`config.mk`:
```
export PLATFORM = sky130hd
export DESIGN_NAME = imudr_queue
export DESIGN_NICKNAME = d
export VERILOG_FILES = /design/src/rtl/imudr_pkg.sv /design/src/rtl/imudr_queue.sv
export SDC_FILE = /design/constraint.sdc
export NUM_CORES = 1
export LEC_CHECK = 0
export BUFFER_PORTS_ARGS = -buffer_cell sky130_fd_sc_hd__clkbuf_2
export CORE_ASPECT_RATIO = 0.6
export CORE_MARGIN = 2
export CORE_UTILIZATION = 50
export CTS_CLUSTER_SIZE = 16
export DETAILED_ROUTE_END_ITERATION = 6
export GPL_ROUTABILITY_DRIVEN = 0
export PLACE_DENSITY_LB_ADDON = 0.2
export SETUP_SLACK_MARGIN = 0.1
export SYNTH_ARGS = -nofsm -noshare
export SYNTH_HDL_FRONTEND = slang
export SYNTH_SLANG_ARGS = --single-unit
export TNS_END_PERCENT = 5
```
`constraint.sdc`:
```
create_clock -name clock -period 9.3 [get_ports clock]
set_input_delay 0.93 -clock clock [delete_from_list [all_inputs] [get_ports clock]]
set_output_delay 0.93 -clock clock [all_outputs]
set_load 0.03 [all_outputs]
```
`src/rtl/imudr_pkg.sv`:
```
// Shared types and constants for the IMU dead-reckoning integrator.
// No dependencies; used by every module of the block.
package imudr_pkg;

   localparam int ACCEL_W = 32;
   localparam int ANGLE_W = 16;
   localparam int POS_W   = 48;
   localparam int VEL_W   = 32;
   localparam int REQ_W   = 3 * ACCEL_W + 3 * ANGLE_W;
   localparam int RSP_W   = 3 * POS_W;
   localparam int CSR_W   = 20;

   localparam logic signed [33:0] CORDIC_GAIN = 34'sd652032874;

   typedef enum logic [1:0] {
      CSR_SAMPLE_PERIOD  = 2'd0,
      CSR_GRAVITY        = 2'd1,
      CSR_ANGLE_DEADBAND = 2'd2,
      CSR_ACCEL_DEADBAND = 2'd3
   } csr_index_type;

   typedef struct packed {
      logic signed [ANGLE_W-1:0] yaw;
      logic signed [ANGLE_W-1:0] pitch;
      logic signed [ANGLE_W-1:0] roll;
      logic signed [ACCEL_W-1:0] accel_z;
      logic signed [ACCEL_W-1:0] accel_y;
      logic signed [ACCEL_W-1:0] accel_x;
   } req_item_type;

   typedef struct packed {
      logic empty;
      logic full;
   } queue_stat_type;

   function automatic logic signed [33:0] atan_phase(input logic [3:0] i);
      logic signed [33:0] v;
      case (i)
         4'd0:    v = 34'sh020000000;
         4'd1:    v = 34'sh012E4051D;
         4'd2:    v = 34'sh009FB385B;
         4'd3:    v = 34'sh0051111D4;
         4'd4:    v = 34'sh0028B0D43;
         4'd5:    v = 34'sh00145D7E1;
         4'd6:    v = 34'sh000A2F61E;
         4'd7:    v = 34'sh000517C55;
         4'd8:    v = 34'sh00028BE53;
         4'd9:    v = 34'sh000145F2E;
         4'd10:   v = 34'sh0000A2F98;
         4'd11:   v = 34'sh0000517CC;
         4'd12:   v = 34'sh000028BE6;
         4'd13:   v = 34'sh0000145F3;
         4'd14:   v = 34'sh00000A2F9;
         4'd15:   v = 34'sh00000517C;
         default: v = 34'sh000000000;
      endcase
      return v;
   endfunction

endpackage

```
`src/rtl/imudr_queue.sv`:
```
// Two-entry queue between the front and back parts.
// Depends on imudr_pkg for the item and status types.
module imudr_queue (
   input  logic                    clock,
   input  logic                    reset,
   input  logic                    push,
   input  imudr_pkg::req_item_type push_data,
   input  logic                    pop,
   output imudr_pkg::req_item_type pop_data,
   output imudr_pkg::queue_stat_type stat
);

   imudr_pkg::req_item_type mem_ff [2];
   logic       wr_ptr_ff;
   logic       rd_ptr_ff;
   logic [1:0] count_ff;

   assign stat.empty = (count_ff == 2'd0);
   assign stat.full  = (count_ff == 2'd2);
   assign pop_data   = mem_ff[rd_ptr_ff];

   always_ff @(posedge clock) begin
      if (push) begin
         mem_ff[wr_ptr_ff] <= push_data;
      end
   end

   always_ff @(posedge clock) begin
      if (reset) begin
         wr_ptr_ff <= 1'b0;
         rd_ptr_ff <= 1'b0;
         count_ff  <= 2'd0;
      end else begin
         if (push) begin
            wr_ptr_ff <= ~wr_ptr_ff;
         end
         if (pop) begin
            rd_ptr_ff <= ~rd_ptr_ff;
         end
         case ({push, pop})
            2'b10:   count_ff <= count_ff + 2'd1;
            2'b01:   count_ff <= count_ff - 2'd1;
            default: count_ff <= count_ff;
         endcase
      end
   end

endmodule

```
==> impl_metrics.toml <==
[critical_path]
arrival_ns = 2.77
crit_chain = "buf_4 > mux2_2 > clkbuf_2"
r2r_slack_ns = 7.17
r2r_cells = 2
end_kind = "output pin"
critPathMaxFanout = 55
max_stage_delay_ns = 0.87
crit_family = "buffers and inverters"
rr_startpoint = "wr_ptr_ff"
worstSetupPathType = "reg2out"
rr_endpoint = "mem_ff[1][33]"
crit_path_start_kind = "register"
cp.required_ns = 8.37
cp_slowest_cell = "buf_4"
crit_buf_inv = 2

[clock_network]
numCtsBuffers = 27
clkLatencyLatePin_ns = 0.51
clockRootBuffer = "clkbuf_16"
hold_buffers = 0
h-tree-depth = 1
clkTransAtPathRegs_ns = 0.06
clockBufferDepth = 3
cts_tree = "done"
cts_sinks = 293
ctsResizeCount = 0
postCtsSetupBuffers = 0

[detailed_routing]
drc = 0
drtPass1Iterations = 4
vias = 5394
vias_per_cell = 4.99
ant_nets = 0
routed_wl_mm = 20.6
avgRoutedWirePerCell_um = 19.1
drt-initial-drc-count = 299

[yosys]
synthMostInstantiatedCell = "edfxtp_1"
synthTopCellsByArea = "edfxtp_1, mux2_2, mux2_4, dfxtp_1, buf_6"
async_flop_share = 0
yosys.area.top_type = "edfxtp_1"
ys_warn_count = 0
synth-seq-area-share = 0.808
synth_edf_count = 288
yosys-top-cells-count = "edfxtp_1, mux2_2, mux2_4"
postSynthCellCount = 470
synth_cell_types = 16
syn-num-nets = 619
synth_seq_cells = 293
synth.top_cell.area_share = 0.799
syn_area_um2 = 10800
synth_flop_cell = "edfxtp_1"
syn-mean-instance-area_um2 = 23.0

[grt]
grt_pass1_vias = 5690
grt_start_max_net_pins = 57
antenna_found_initial = 1
overflow = 0
grt_pass1_wl_mm = 31.5
gr-usage-all-layers = 0.177

[floorplan]
core_area_um2 = 21100
initial_utilization = 0.512
die_h_um = 118
die_w_um = 194
dieArea_um2 = 22900
fp-row-count = 41
num_io_pins = 294

[timing]
rsz0062_at_grt = "false"
fmax_mhz = 270
worst_slack_ns = 5.60
final_max_slew_viol_count = 0
period_needed_ns = 3.70
worst_pin_slew_ns = 0.976
finalSetupViolCount = 0
hold_violations = 0
fin_crit_sh = 0.398
setup_tns_ns = 0
skew_ns = 0.00779
relSlewSlack = 0.349

[cells_and_area]
multiInputGateArea_um2 = 1960
fillCellCount = 1501
drive_above_1_share = 0.607
nNetsFinal = 932
final_util = 0.635
seqCellArea_um2 = 8750
area_delta_synth_final_pct = 24.1

[pwr]
p_leak_nw = 5.23
vdd_ir_drop_max_mv = 0.152
p_per_area_nw_per_um2 = 228

[placement]
io_buffers = 293
place_hpwl_mm = 14.1
place_ws_ns = 6.10

[min_path]
whs_path_depth = 2
hold_end = "count_ff[1]"
hp-start = "count_ff[1]"
hp-class = "reg2reg"

[run]
maxCapViolCount = 0

[outcome]
status = "complete, no violations"
where the power goes:
group	switching (W)	internal [W]	leakage, nW
Sequential	0.0000259	0.00154	2.75
Combinational	0.000276	0.000159	2.06
Clock	0.000440	0.000613	0.415
through the flow:
stage	hold WS [ns]	power [W]	instances	cell area (µm²)
after global routing	0.566	0.00317	1080	13400
after global placement	0.481	0.00203	1033	12600
after CTS	0.509	0.00310	1080	13400
final	0.507	0.00306	1081	13400
after floorplan	0.461	0.00191	470	10800
after detailed placement	0.499	0.00204	1033	12600
flip-flops by register name, summed over array words and instances, names as in the netlist, named ones only:
name       count
mem_ff       288
wr_ptr_ff      1
rd_ptr_ff      1
count_ff       2
layer usage:
layer  share of wire  GRT usage  vias up
li1                -          -     2494
met1            0.41      0.232     2641
met2            0.48      0.292      226
met3           0.091     0.0513       31
met4           0.022     0.0478        2
met5         0.00063          0        -
worst max-delay path by stage:
| stage | endpoint | depth (start not counted) | startpoint |
|---|---|---|---|
| after floorplan | mem_ff[0][0] | 2 | push |
| after global placement | pop_data[133] | 3 | register |
| after detailed placement | pop_data[44] | 3 | register |
| after CTS | pop_data[133] | 3 | register |
| after global routing | pop_data[143] | 3 | register |
| final | pop_data[133] | 3 | register |
cells in the final DEF (no fill, tap or decap):
cell type,netlist,final
clkinvlp_4,0,1
clkinv_2,0,6
diode_2,0,1
buf_4,0,7
mux2_4,60,60
nor2_1,6,5
and2b_2,1,1
xor2_1,1,1
o21ai_0,1,1
a21oi_1,1,1
clkbuf_2,0,293
clkbuf_1,0,4
ha_1,1,1
xnor2_1,3,3
dfxtp_1,5,4
dfxtp_4,0,1
or3_1,1,1
and2_4,0,1
inv_1,1,1
clkinv_4,0,1
clkbuf_16,0,27
edfxtp_1,288,288
clkinv_1,0,5
mux2_2,84,84
bufinv_16,0,3
nor2_4,0,1
final cells by class:
type                    instances  area share
diodes                          1    0.000186
inverters                       1    0.000279
clock inverters                16      0.0116
flip-flops and latches        293       0.652
clock buffers                  31      0.0514
multi-input cells             160       0.146
well taps                     279      0.0260
repair buffers                300       0.113
worst register-to-register path, cell delays in order (launching register included):
cell and delay (ns):
dfxtp_1 0.42, and2_4 0.60, buf_4 0.70
logic make-up after synthesis:
family          count (synthesis)  synth area share
buf+inv                        17            0.0118
mux                           144             0.171
fa+ha+maj                       1           0.00116
simple gates                    9           0.00405
compound gates                  2          0.000924
flops                         293             0.808
xor+xnor                        4           0.00324
No activity file was read; power rests on OpenSTA's default activity.
