`src/rtl/imudr_pkg.sv`:
```
// Shared types and constants for the IMU dead-reckoning integrator.
// No dependencies; used by every module of the block.
package imudr_pkg;

   localparam int ACCEL_W = 32;
   localparam int ANGLE_W = 16;
   localparam int POS_W   = 48;
   localparam int VEL_W   = 32;
   localparam int REQ_W   = 3 * ACCEL_W + 3 * ANGLE_W;
   localparam int RSP_W   = 3 * POS_W;
   localparam int CSR_W   = 20;

   localparam logic signed [33:0] CORDIC_GAIN = 34'sd652032874;

   typedef enum logic [1:0] {
      CSR_SAMPLE_PERIOD  = 2'd0,
      CSR_GRAVITY        = 2'd1,
      CSR_ANGLE_DEADBAND = 2'd2,
      CSR_ACCEL_DEADBAND = 2'd3
   } csr_index_type;

   typedef struct packed {
      logic signed [ANGLE_W-1:0] yaw;
      logic signed [ANGLE_W-1:0] pitch;
      logic signed [ANGLE_W-1:0] roll;
      logic signed [ACCEL_W-1:0] accel_z;
      logic signed [ACCEL_W-1:0] accel_y;
      logic signed [ACCEL_W-1:0] accel_x;
   } req_item_type;

   typedef struct packed {
      logic empty;
      logic full;
   } queue_stat_type;

   function automatic logic signed [33:0] atan_phase(input logic [3:0] i);
      logic signed [33:0] v;
      case (i)
         4'd0:    v = 34'sh020000000;
         4'd1:    v = 34'sh012E4051D;
         4'd2:    v = 34'sh009FB385B;
         4'd3:    v = 34'sh0051111D4;
         4'd4:    v = 34'sh0028B0D43;
         4'd5:    v = 34'sh00145D7E1;
         4'd6:    v = 34'sh000A2F61E;
         4'd7:    v = 34'sh000517C55;
         4'd8:    v = 34'sh00028BE53;
         4'd9:    v = 34'sh000145F2E;
         4'd10:   v = 34'sh0000A2F98;
         4'd11:   v = 34'sh0000517CC;
         4'd12:   v = 34'sh000028BE6;
         4'd13:   v = 34'sh0000145F3;
         4'd14:   v = 34'sh00000A2F9;
         4'd15:   v = 34'sh00000517C;
         default: v = 34'sh000000000;
      endcase
      return v;
   endfunction

endpackage

```
`src/rtl/imudr_front.sv`:
```
// Input side: takes request transactions and applies the angle deadband.
// Depends on imudr_pkg; feeds imudr_queue.
module imudr_front (
   input  logic                         req_tvalid,
   output logic                         req_tready,
   input  logic [imudr_pkg::REQ_W-1:0]  req_tdata,
   input  logic [14:0]                  angle_deadband,
   input  imudr_pkg::queue_stat_type    stat,
   output logic                         push,
   output imudr_pkg::req_item_type      push_data
);

   imudr_pkg::req_item_type raw;

   function automatic logic signed [15:0] dband(input logic signed [15:0] a,
                                                input logic [14:0] db);
      logic [16:0] mag;
      mag = a[15] ? (17'd0 - {a[15], a}) : {1'b0, a};
      return (mag < {2'b00, db}) ? 16'sd0 : a;
   endfunction

   assign raw        = imudr_pkg::req_item_type'(req_tdata);
   assign req_tready = ~stat.full;
   assign push       = req_tvalid & ~stat.full;

   always_comb begin
      push_data       = raw;
      push_data.roll  = dband(raw.roll, angle_deadband);
      push_data.pitch = dband(raw.pitch, angle_deadband);
      push_data.yaw   = dband(raw.yaw, angle_deadband);
   end

endmodule

```
`config.mk`:
```
export PLATFORM = sky130hd
export DESIGN_NAME = imudr_front
export DESIGN_NICKNAME = d
export VERILOG_FILES = /design/src/rtl/imudr_pkg.sv /design/src/rtl/imudr_front.sv
export SDC_FILE = /design/constraint.sdc
export NUM_CORES = 1
export LEC_CHECK = 0
export ABC_AREA = 0
export BUFFER_PORTS_ARGS = -buffer_cell sky130_fd_sc_hd__buf_2
export CAP_MARGIN = 20
export CORE_AREA = 4 4 118 120
export DETAILED_ROUTE_END_ITERATION = 10
export DIE_AREA = 0 0 122 124
export PLACE_DENSITY = 0.64
export SYNTH_ARGS = -nofsm -noshare
export SYNTH_HDL_FRONTEND = slang
export SYNTH_SLANG_ARGS = --single-unit
```
`constraint.sdc`:
```
create_clock -name vclk -period 5.5
set_clock_uncertainty 0.05 [all_clocks]
set_input_delay 1.1 -clock vclk [all_inputs]
set_output_delay 1.1 -clock vclk [all_outputs]
set_load 0.02 [all_outputs]
```
==> results by group, run 1 <==
Status
  • Status: completed

GRT
  • Largest net degree at the start of global routing: 18
  • Initial antenna violation count: 0
  • Global Route Usage Sum: 11.0%
  • Gr ovfl total: 0
  • First-pass GRT wire length: 13100 µm
  • Vias in the first global route: approximately 2.4k

Clocking
  • Number of setup buffers added after CTS: 0
  • Number of gates resized after CTS: 0
  • Cts hold-fix bufs: 0

Pwr
  • Power Dens Cells: 113 mW/mm²
  • Flop pwr share: 0%
  • Combinational Power Share: 100.0%
  • Net Sw Power: ~210 µW
  • Total power: 346 µW
  • P_leak: 1.45 nW
  • Clk pwr share: 0%
  • Internal power: 139 µW
  • Worst vdd ir: 0.0444 mV
  • Switch share: 60.0%

Route
  • Vias: 2678
  • 1st-pass router iterations: 4
  • DR iter-0 viols: 56
  • WL per Instance: roughly 15 µm
  • ANT nets after route: 0
  • DRC: 0
  • Final wirelength: 8920 µm
  • DR vias/cell: around 4.5

Logic synthesis
  • Mean Syn Cell Area: approximately 7.4 µm²
  • Unique masters post-synth: 37
  • Yosys top cell by area: buf_4
  • Synth area leaders: buf_4 24%, ha_1 19%, xnor2_1 11%, a21boi_0 8.3%, nand2_1 3.7%
  • Mapped Area: 0.00297 mm²
  • Syn nets: about 610
  • Mapped Cells: 401
  • Register area share after synthesis: 0%
  • Post-synth top area share: 24.3%
  • Synth warnings: 0

STA
  • Final slew viol count: 0
  • RSZ-0062 raised after global routing: false
  • Relative slew slack: roughly three quarters
  • Fin crit share: 94.8%
  • Count of final setup violators: 0
  • Minimum clock period: 5.21 ns
  • Final hold viol count: 0
  • F_max: 192 MHz
  • Worst-Margin Slew: 0.360 ns
  • Setup total negative slack: 0 ns

Final layout
  • Register area: 0 µm²
  • Final Cell Area: about 0.0030 mm²
  • Area grow syn2layout: 2.65%
  • Most frequent cells in the layout: 115 x buf_2, 45 x ha_1, 36 x xnor2_1
  • Share of layout cells above drive strength 1: 32.9%
  • Sequential cells: 0
  • Area of the multi-input gates: 0.00213 mm²
  • Diode count: 0
  • Core Util, Final: 23.5%
  • Commonest non-fill, non-tap cell in the layout: buf_2
  • Filler cell count: 1494
  • Clk_buf instances: 0
  • Nets: 625

Critical path
  • Cell mode on critical path: buf_2
  • Worst endpoint required time: 4.35 ns
  • CP peak stage delay: 0.38 ns
  • CP Capture Type: output port
  • Slowest-stage cell, CP: or3_1
  • Crit path buf inv count: 3
  • Worst path top cell family by delay: compound AO/OA/AOI/OAI gates
  • WP data arrival: between 4 and 5 ns
  • Critical Path Fanout Max: 16
  • CP Launch Type: input port
  • Critical Setup Path Class: input port to output port
  • Worst path cell trace: buf_2, nor4_2, nand2_1, or3_1, o31ai_1, xnor2_1, ha_1, a41oi_1, o21ai_0, a211o_1, o2111ai_1, buf_4, a21boi_0, buf_2

Floorplanning
  • # rows: 42
  • Die Ht: around 120 µm
  • Die ar.: ~0.015 mm²
  • Core area: 0.0130 mm²
  • # IOs: about 310
  • Initial Utilization: between 20% and 30%
  • Die Width: between 100 and 150 µm

Placement
  • DPL Wire Length: 7810 µm
  • Gp weighted congestion: between 0.8 and 0.9
  • Count of input and output buffers: 115
  • DP Area: 0.00304 mm²

Hold path
  • Hold worst-path end: push_data[11]
  • Min-Delay Startpoint: req_tdata[11]
  • Hold Crit Class: input port to output port
  • Hold depth: 0

Job
  • # Max-Cap Violations: 0
[routing by layer]
layer,global-route usage (%),vias to the layer above,wire length [µm]
met2,19.6,105,4190
met5,0,-,0
met4,4.55,0,411
met1,13.0,1157,3710
li1,-,1370,-
met3,1.77,46,607
[power groups by stage]
stage	clock network (mW)	registers, mW	logic [mW]
after floorplan	0	0	0.329
after global placement	0	0	0.347
after detailed placement	0	0	0.349
after CTS	0	0	0.352
after global routing	0	0	0.390
final	0	0	0.346
[synthesized netlist by cell type (4+ instances only)]
master / instances
nand2_1: 29
or3_1: 5
xnor2_1: 36
a21boi_2: 7
or4_1: 4
o2111ai_1: 6
nand3_1: 14
a211oi_1: 4
o31ai_1: 11
inv_1: 22
o21ai_0: 18
a21oi_1: 17
buf_4: 96
nand2b_1: 8
clkbuf_1: 7
ha_1: 45
a21boi_0: 33
[how the worst max path moves through the flow]
| stage | start | end | slack (ns) | depth (start not counted) |
|---|---|---|---|---|
| 5_1_grt | req_tdata[132] | push_data[130] | 0.004 | 13 |
| 3_3_place_gp | req_tdata[116] | push_data[121] | 0.19 | 14 |
| 2_1_floorplan | req_tdata[132] | push_data[135] | 0.39 | 11 |
| 6_report | req_tdata[116] | push_data[121] | 0.29 | 14 |
| 4_1_cts | req_tdata[116] | push_data[121] | 0.20 | 14 |
| 3_5_place_dp | req_tdata[116] | push_data[121] | 0.20 | 14 |
[area by class of cell]
class | instances | share of cell area (%)
inverter | 22 | 2.71
multi-input combinational | 273 | 69.7
tap | 176 | 7.22
timing repair buffer | 121 | 20.4
[metrics by stage]
| stage | std cells | setup WS [ns] | hold WS, ns |
|---|---|---|---|
| finish | 592 | 0.287 | 2.15 |
| detailed placement | 592 | 0.200 | 2.15 |
| floorplan | 401 | 0.387 | 2.23 |
| CTS | 592 | 0.196 | 2.15 |
| global placement | 592 | 0.189 | 2.15 |
| global route | 592 | 0.00353 | 2.15 |
[kinds of logic after synthesis]
kind of cell / synth area share [%]
adder cells (fa/ha/maj): 19.0
buffers and inverters: 28.6
XOR/XNOR: 11.5
AO/OA/AOI/OAI: 27.6
AND/OR/NAND/NOR: 13.3
(Power assumes the default switching activity.)
==> run 2: changes to the inputs <==
--- a/config.mk
+++ b/config.mk
@@ -11,7 +11,6 @@
 export CORE_AREA = 4 4 118 120
 export DETAILED_ROUTE_END_ITERATION = 10
 export DIE_AREA = 0 0 122 124
-export PLACE_DENSITY = 0.64
 export SYNTH_ARGS = -nofsm -noshare
 export SYNTH_HDL_FRONTEND = slang
 export SYNTH_SLANG_ARGS = --single-unit
==> run 2 against run 1 <==
Against the previous run:
- via count rose by 0.93%
- first-iteration DRC count rose by 21%
- die area did not move
- critical endpoint is now push_data[131]
- highest routed layer unchanged
- non-clock buffer count rose by 2
==> results by group, run 2 (synthesized netlist as in run 1, its figures left out) <==
Critical path
  • CP Launch Type: input port
  • Critical Path Fanout Max: 16
  • CP Capture Type: output port
  • Worst setup startpoint: req_tdata[132]
  • WP data arrival: ~4 ns
  • Worst endpoint required time: 4.35 ns
  • Critical Setup Path Class: input port to output port

Route
  • 1st-pass router iterations: 4
  • DRC: 0
  • Vias: 2703
  • Final wirelength: 9020 µm
  • WL per Instance: ~15 µm
  • ANT nets after route: 0
  • DR vias/cell: 4.55
  • DR iter-0 viols: 68

Final layout
  • Share of layout cells above drive strength 1: 33.7%
  • Diode count: 0
  • Most frequent cells in the layout: 115 x buf_2, 45 x ha_1, 36 x xnor2_1
  • Filler cell count: 1501
  • Nets: 627
  • Commonest non-fill, non-tap cell in the layout: buf_2
  • Core Util, Final: 23.7%
  • Post-Layout Cell Count: 594
  • Register area: 0 µm²
  • Area grow syn2layout: 3.54%
  • Sequential cells: 0
  • Clk_buf instances: 0

STA
  • Setup total negative slack: 0 ns
  • Minimum clock period: about 5.2 ns
  • Worst-Margin Slew: between 0.4 and 0.5 ns
  • Final slew viol count: 0
  • Fin crit share: a little over nine tenths
  • F_max: 191 MHz
  • RSZ-0062 raised after global routing: false
  • Relative slew slack: 70.7%
  • Final hold viol count: 0
  • Count of final setup violators: 0
  • Final worst slack: 0.267 ns

Pwr
  • P_leak: 1.46 nW
  • Worst vdd ir: 0.0502 mV
  • Power Dens Cells: 113 mW/mm²
  • Total power: 348 µW

GRT
  • Largest net degree at the start of global routing: 18
  • Global Route Usage Sum: 11.1%
  • Initial antenna violation count: 0
  • Gr ovfl total: 0
  • First-pass GRT wire length: 13600 µm
  • Vias in the first global route: 2534

Placement
  • Setup WS pre-CTS: 0.127 ns
  • Count of input and output buffers: 115
  • DP Cell Count: 594
  • DPL Wire Length: 7990 µm
  • Gp weighted congestion: 0.785

Hold path
  • Hold depth: 0
  • Hold Crit Class: input port to output port
  • Min-Delay Startpoint: req_tdata[11]
  • Hold worst-path end: push_data[11]

Floorplanning
  • Core area: 0.0130 mm²
  • Die Width: 122 µm
  • Die Ht: about 120 µm
  • # rows: 42
  • # IOs: 308
  • Initial Utilization: 22.9%
  • Die ar.: about 0.015 mm²

Status
  • Status: completed

Clocking
  • Number of setup buffers added after CTS: 0

Job
  • # Max-Cap Violations: 0
[run 2: critical path: stages]
cell and delay, ns:
buf_2 0.11, or3_1 0.41, or4_1 0.53, o21ai_0 0.24
xnor2_1 0.17, ha_1 0.29, a41oi_1 0.18, o21ai_0 0.11
a211o_1 0.27, o2111ai_1 0.17, buf_4 0.22, a21boi_0 0.10
buf_2 0.17
[run 2: cell type report]
cell class | count | area [µm²] | area share, %
Inverter | 22 | 82.6 | 2.69
Multi-Input combinational cell | 273 | 2140 | 69.5
Tap cell | 176 | 220 | 7.16
Timing Repair Buffer | 123 | 636 | 20.7
[run 2: metal layers]
layer  vias to the layer above  share of wire, %  GRT usage (%)
met1                      1175                40           13.3
met5                         -                 0              0
li1                       1367                 -              -
met3                        40               7.1           1.82
met2                       121                51           21.0
met4                         0               1.8           1.96
[run 2: timing repair]
item	in CTS	in global routing
hold buffers	0	0
resized for setup	0	3
setup endpoints to repair	0	16
[run 2: worst max path at each step]
stage | end | slack (ns) | cells after the start
after CTS | push_data[124] | 0.11 | 14
final | push_data[131] | 0.27 | 13
after global routing | push_data[124] | 0.02 | 14
after detailed placement | push_data[124] | 0.13 | 14
after floorplan | push_data[135] | 0.39 | 11
after global placement | push_data[124] | 0.14 | 14
[run 2: where the power goes]
| part | switching, mW | total, mW | internal [mW] | leakage [nW] |
|---|---|---|---|---|
| sequential | 0 | 0 | 0 | 0 |
| clock | 0 | 0 | 0 | 0 |
| combinational | 0.208 | 0.348 | 0.140 | 1.46 |
[run 2: stage by stage]
stage,instance area [µm²],hold WS (ns)
final,3080,2.15
after global routing,3080,2.15
after CTS,3060,2.15
after detailed placement,3060,2.15
after global placement,3060,2.15
after floorplan,2970,2.23
